<file path="config.mk">
export PLATFORM = sky130hd
export DESIGN_NAME = cbf_cfg_regs
export DESIGN_NICKNAME = d
export VERILOG_FILES = /design/src/design/cbf_pkg.sv /design/src/design/cbf_cfg_regs.sv
export SDC_FILE = /design/constraint.sdc
export NUM_CORES = 1
export LEC_CHECK = 0
export ABC_AREA = 1
export BUFFER_PORTS_ARGS = -buffer_cell sky130_fd_sc_hd__buf_2
export CAP_MARGIN = 20
export CORE_MARGIN = 5
export CORE_UTILIZATION = 30
export DETAILED_ROUTE_END_ITERATION = 16
export PLACE_DENSITY = 0.59
export SKIP_CTS_REPAIR_TIMING = 1
export SLEW_MARGIN = 0
export SYNTH_ARGS = -nofsm -noshare
export SYNTH_HDL_FRONTEND = slang
export SYNTH_SLANG_ARGS = --single-unit
</file>
<file path="constraint.sdc">
create_clock -name clk -period 0.84 [get_ports clk]
set_clock_uncertainty 0.1 [all_clocks]
set_input_delay 0.21 -clock clk [delete_from_list [all_inputs] [get_ports clk]]
set_output_delay 0.21 -clock clk [all_outputs]
set_load 0.01 [all_outputs]
</file>
<file path="src/design/cbf_pkg.sv">
`timescale 1ns / 1ps

package cbf_pkg;

    localparam int CHUNK_SIZE_DEF = 16;

    localparam int NUM_REGS   = 8;
    localparam int REG_W      = 64;
    localparam int IDX_W      = 3;
    localparam int COORD_IN_W = 16;
    localparam int ENTRY_W    = 32;
    localparam int NUM_ROWS   = 4;
    localparam int NUM_COLS   = 4;
    localparam int NUM_CORNERS = 8;

    typedef logic signed [ENTRY_W-1:0] entry_t;
    typedef logic [REG_W-1:0] cfg_word_t;
    typedef logic [IDX_W-1:0] cfg_idx_t;

    // Capture enables, one per pipeline stage after the input register
    typedef struct packed {
        logic prod;
        logic pair;
        logic sum;
        logic out;
    } pipe_en_t;

endpackage

</file>
<file path="src/design/cbf_cfg_regs.sv">
`timescale 1ns / 1ps

module cbf_cfg_regs
(
    input  logic                clk,
    input  logic                rst_n,
    input  logic                cfg_we,
    input  cbf_pkg::cfg_idx_t   cfg_index,
    input  cbf_pkg::cfg_word_t  cfg_data,
    output cbf_pkg::entry_t     m_ent [cbf_pkg::NUM_ROWS][cbf_pkg::NUM_COLS]
);

    cbf_pkg::cfg_word_t regs_reg [cbf_pkg::NUM_REGS];

    always_ff @(posedge clk or negedge rst_n)
    begin
        if (!rst_n)
        begin
            for (int i = 0; i < cbf_pkg::NUM_REGS; i++)
            begin
                regs_reg[i] <= '0;
            end
        end
        else if (cfg_we)
        begin
            regs_reg[cfg_index] <= cfg_data;
        end
    end

    // Two entries per register: lower column in the low half
    for (genvar r = 0; r < cbf_pkg::NUM_ROWS; r++)
    begin : g_row
        assign m_ent[r][0] = regs_reg[2*r][cbf_pkg::ENTRY_W-1:0];
        assign m_ent[r][1] = regs_reg[2*r][cbf_pkg::REG_W-1:cbf_pkg::ENTRY_W];
        assign m_ent[r][2] = regs_reg[2*r+1][cbf_pkg::ENTRY_W-1:0];
        assign m_ent[r][3] = regs_reg[2*r+1][cbf_pkg::REG_W-1:cbf_pkg::ENTRY_W];
    end

endmodule

</file>
==> flow_summary.yaml <==
final_layout:
  utilization_pct: 46.98
  final_cell_mix: "nand2_1 (1227), dfrtp_1 (512), buf_2 (320)"
  syn_to_final_growth_pct: 54.89
  stdcell_area_um2: 30940
  drive_above_1_share_pct: 34.13
  final_nets: 3180
  largest_reg_flops: 512
  final_common_cell: "nand2_1"
  n_antenna_cell: 0
  final_cells: 4017
setup_path:
  rr_startpoint: "m_ent[498]"
  cp_slowest_stage_delay_ns: 0.43
  crit_buf_inv: 1
  reg2reg_setup_slack_ns: -0.13
  cp-startpoint: "m_ent[484]"
  crit_slowest_cell: "dfrtp_1"
  end_kind: "primary output"
  endpoint: "m_ent[484]"
  cp_top_family: "flip-flops"
  r2r_cells: 4
  worstReg2RegEnd: "m_ent[498]"
  worstPathRequired_ns: 0.53
  crit_arrival_ns: 1.18
  start_kind: "flop"
  path_cells: "buf_6"
  cp_max_fo: 2
  critPathKind: "flop to primary output"
  cp_num_cells: 1
sta:
  clock.fmax_mhz: 669.4
  maxSlewViolCount: 0
  post-route-period-util_pct: 177.8
  worst_slack_ns: -0.6538
  setup_viol: 1067
  tightest_slew_ns: 1.131
  rsz0062_at_grt: "yes"
  min_period_ns: 1.494
  slew_headroom_pct: 24.37
  hold_viol_final: 8
  fin_hold_ws_ns: -0.09635
cts:
  clock_latency_ns: 0.58
  cts_made_buffers: 56
  cts_root_buffer: "clkbuf_16"
  clkTransAtPathRegs_ns: 0.06
  cts_tree: "done"
  cts_sinks: 512
  cts_max_level: 2
  cts_buffer_depth: 3
floorplanning:
  row_count: 94
  fp.dieH_um: 268.1
  core-area_um2: 65860
  ioPinCount: 582
  initial_core_util_pct: 30.33
  die_area_um2: 71850
  die_w_um: 268.1
yosys:
  yosysWarnings: 0
  netlist_instances: 2267
  post_synth.cell_area_avg_um2: 8.812
  yosys_register_bits: 512
  yosysSeqAreaShare_pct: 64.13
  syn_area_um2: 19980
  synth_nets: 2337
  netlist.area_leader.share_pct: 64.13
  ys_types: 12
  synth_area_leaders: "dfrtp_1 (64%), nand2_1 (24%), nand3_1 (6.4%)"
  synth_area_leader_cell: "dfrtp_1"
routing:
  routed-via-count: 18910
  drc_errors: 0
  drt-vias-per-instance: 4.708
  dr.pass1.iters: 5
  drtIter0Drc: 1531
  drt.antenna.violating_nets: 0
  wl_mm: 82.63
  wl_per_cell_um: 20.57
grt:
  grt_util_all_layers_pct: 20.59
  antenna_found_initial: 2
  grt-ovfl-total: 0
  grt_pass1_wl_mm: 113.7
  grt_pass1_vias: 17170
  grt_max_degree: 62
run_status:
  outcome: "finished, violations left"
  violations: "negative hold slack, negative setup slack"
placement:
  dp_cells: 3656
  dp_hpwl_mm: 54.25
  io_buffers: 581
  gp_congestion: 0.8122
  place_area_um2: 25090
power:
  intPower_uw: 54290
  swShare_pct: 30.81
  p_sw_uw: 24180
  pwr-share-clk_pct: 30.9
  power_uw: 78470
  power_density_nw_per_um2: 2536
  ir_drop_v: 0.001997
  power_frac_comb_pct: 27.5
  pwr-share-seq_pct: 41.6
  p_leak_uw: 0.01704
min_path:
  hp-class: "primary input to flop"
flow_run:
  max_cap_violations: 0
==> power groups by stage <==
stage	Clock (µW)	Combinational, µW	Sequential (µW)
global placement	0	15500	32300
finish	24300	21600	32600
detailed placement	0	15800	32200
floorplan	0	4690	34300
CTS	24900	15800	31900
global route	25800	23200	33000
==> cell usage after synthesis <==
| cell | count |
|---|---|
| nand3_1 | 256 |
| clkinv_1 | 1 |
| buf_6 | 6 |
| buf_4 | 21 |
| dfrtp_1 | 512 |
| clkbuf_1 | 82 |
| nand2_2 | 7 |
| nor2_2 | 5 |
| nor2_1 | 3 |
| buf_2 | 83 |
| nand2_1 | 1286 |
| inv_1 | 5 |
==> layout make-up <==
class                           instances  area [µm²]
Sequential cell                       512       12810
Clock buffer                           83        1614
Clock inverter                         18       163.9
Timing Repair Buffer                  977        8751
Tap cell                              864        1081
Multi-Input combinational cell       1557        6476
Fill cell                            6140       34920
Inverter                                6       45.04
==> metal layers <==
metal	wire (µm)	part of all wire [%]	GRT usage, %
met3	6363	7.7	4.157
met1	32860	40	27.55
met5	0	0	0
met2	40220	49	34.28
met4	3190	3.9	5.826
==> worst min-delay path by stage <==
stage | startpoint | endpoint | slack (ns) | depth (start not counted)
after global placement | rst_n | m_ent[102] | -0.05 | 1
after global routing | cfg_data[0] | m_ent[288] | -0.1 | 3
after CTS | rst_n | m_ent[102] | -0.72 | 1
after detailed placement | rst_n | m_ent[102] | -0.05 | 1
after floorplan | rst_n | m_ent[0] | -0.19 | 0
final | cfg_data[0] | m_ent[288] | -0.1 | 3
==> cell families (layout without fill, tap and decap cells) <==
group | after synthesis | after routing | share of synthesized area [%]
buffers and inverters | 198 | 1084 | 4.860
DFF | 512 | 512 | 64.13
and+or+nand+nor | 1557 | 1557 | 31.01
==> through the flow <==
step	setup TNS (ns)	worst slack (ns)
final	-562.95	-0.6538
after detailed placement	-290.30	-0.6157
after global routing	-595.05	-0.6960
after floorplan	-86.09	-0.2184
after CTS	-331.11	-0.7202
after global placement	-281.98	-0.5988
Note: power is estimated with default switching activity, not from simulation.
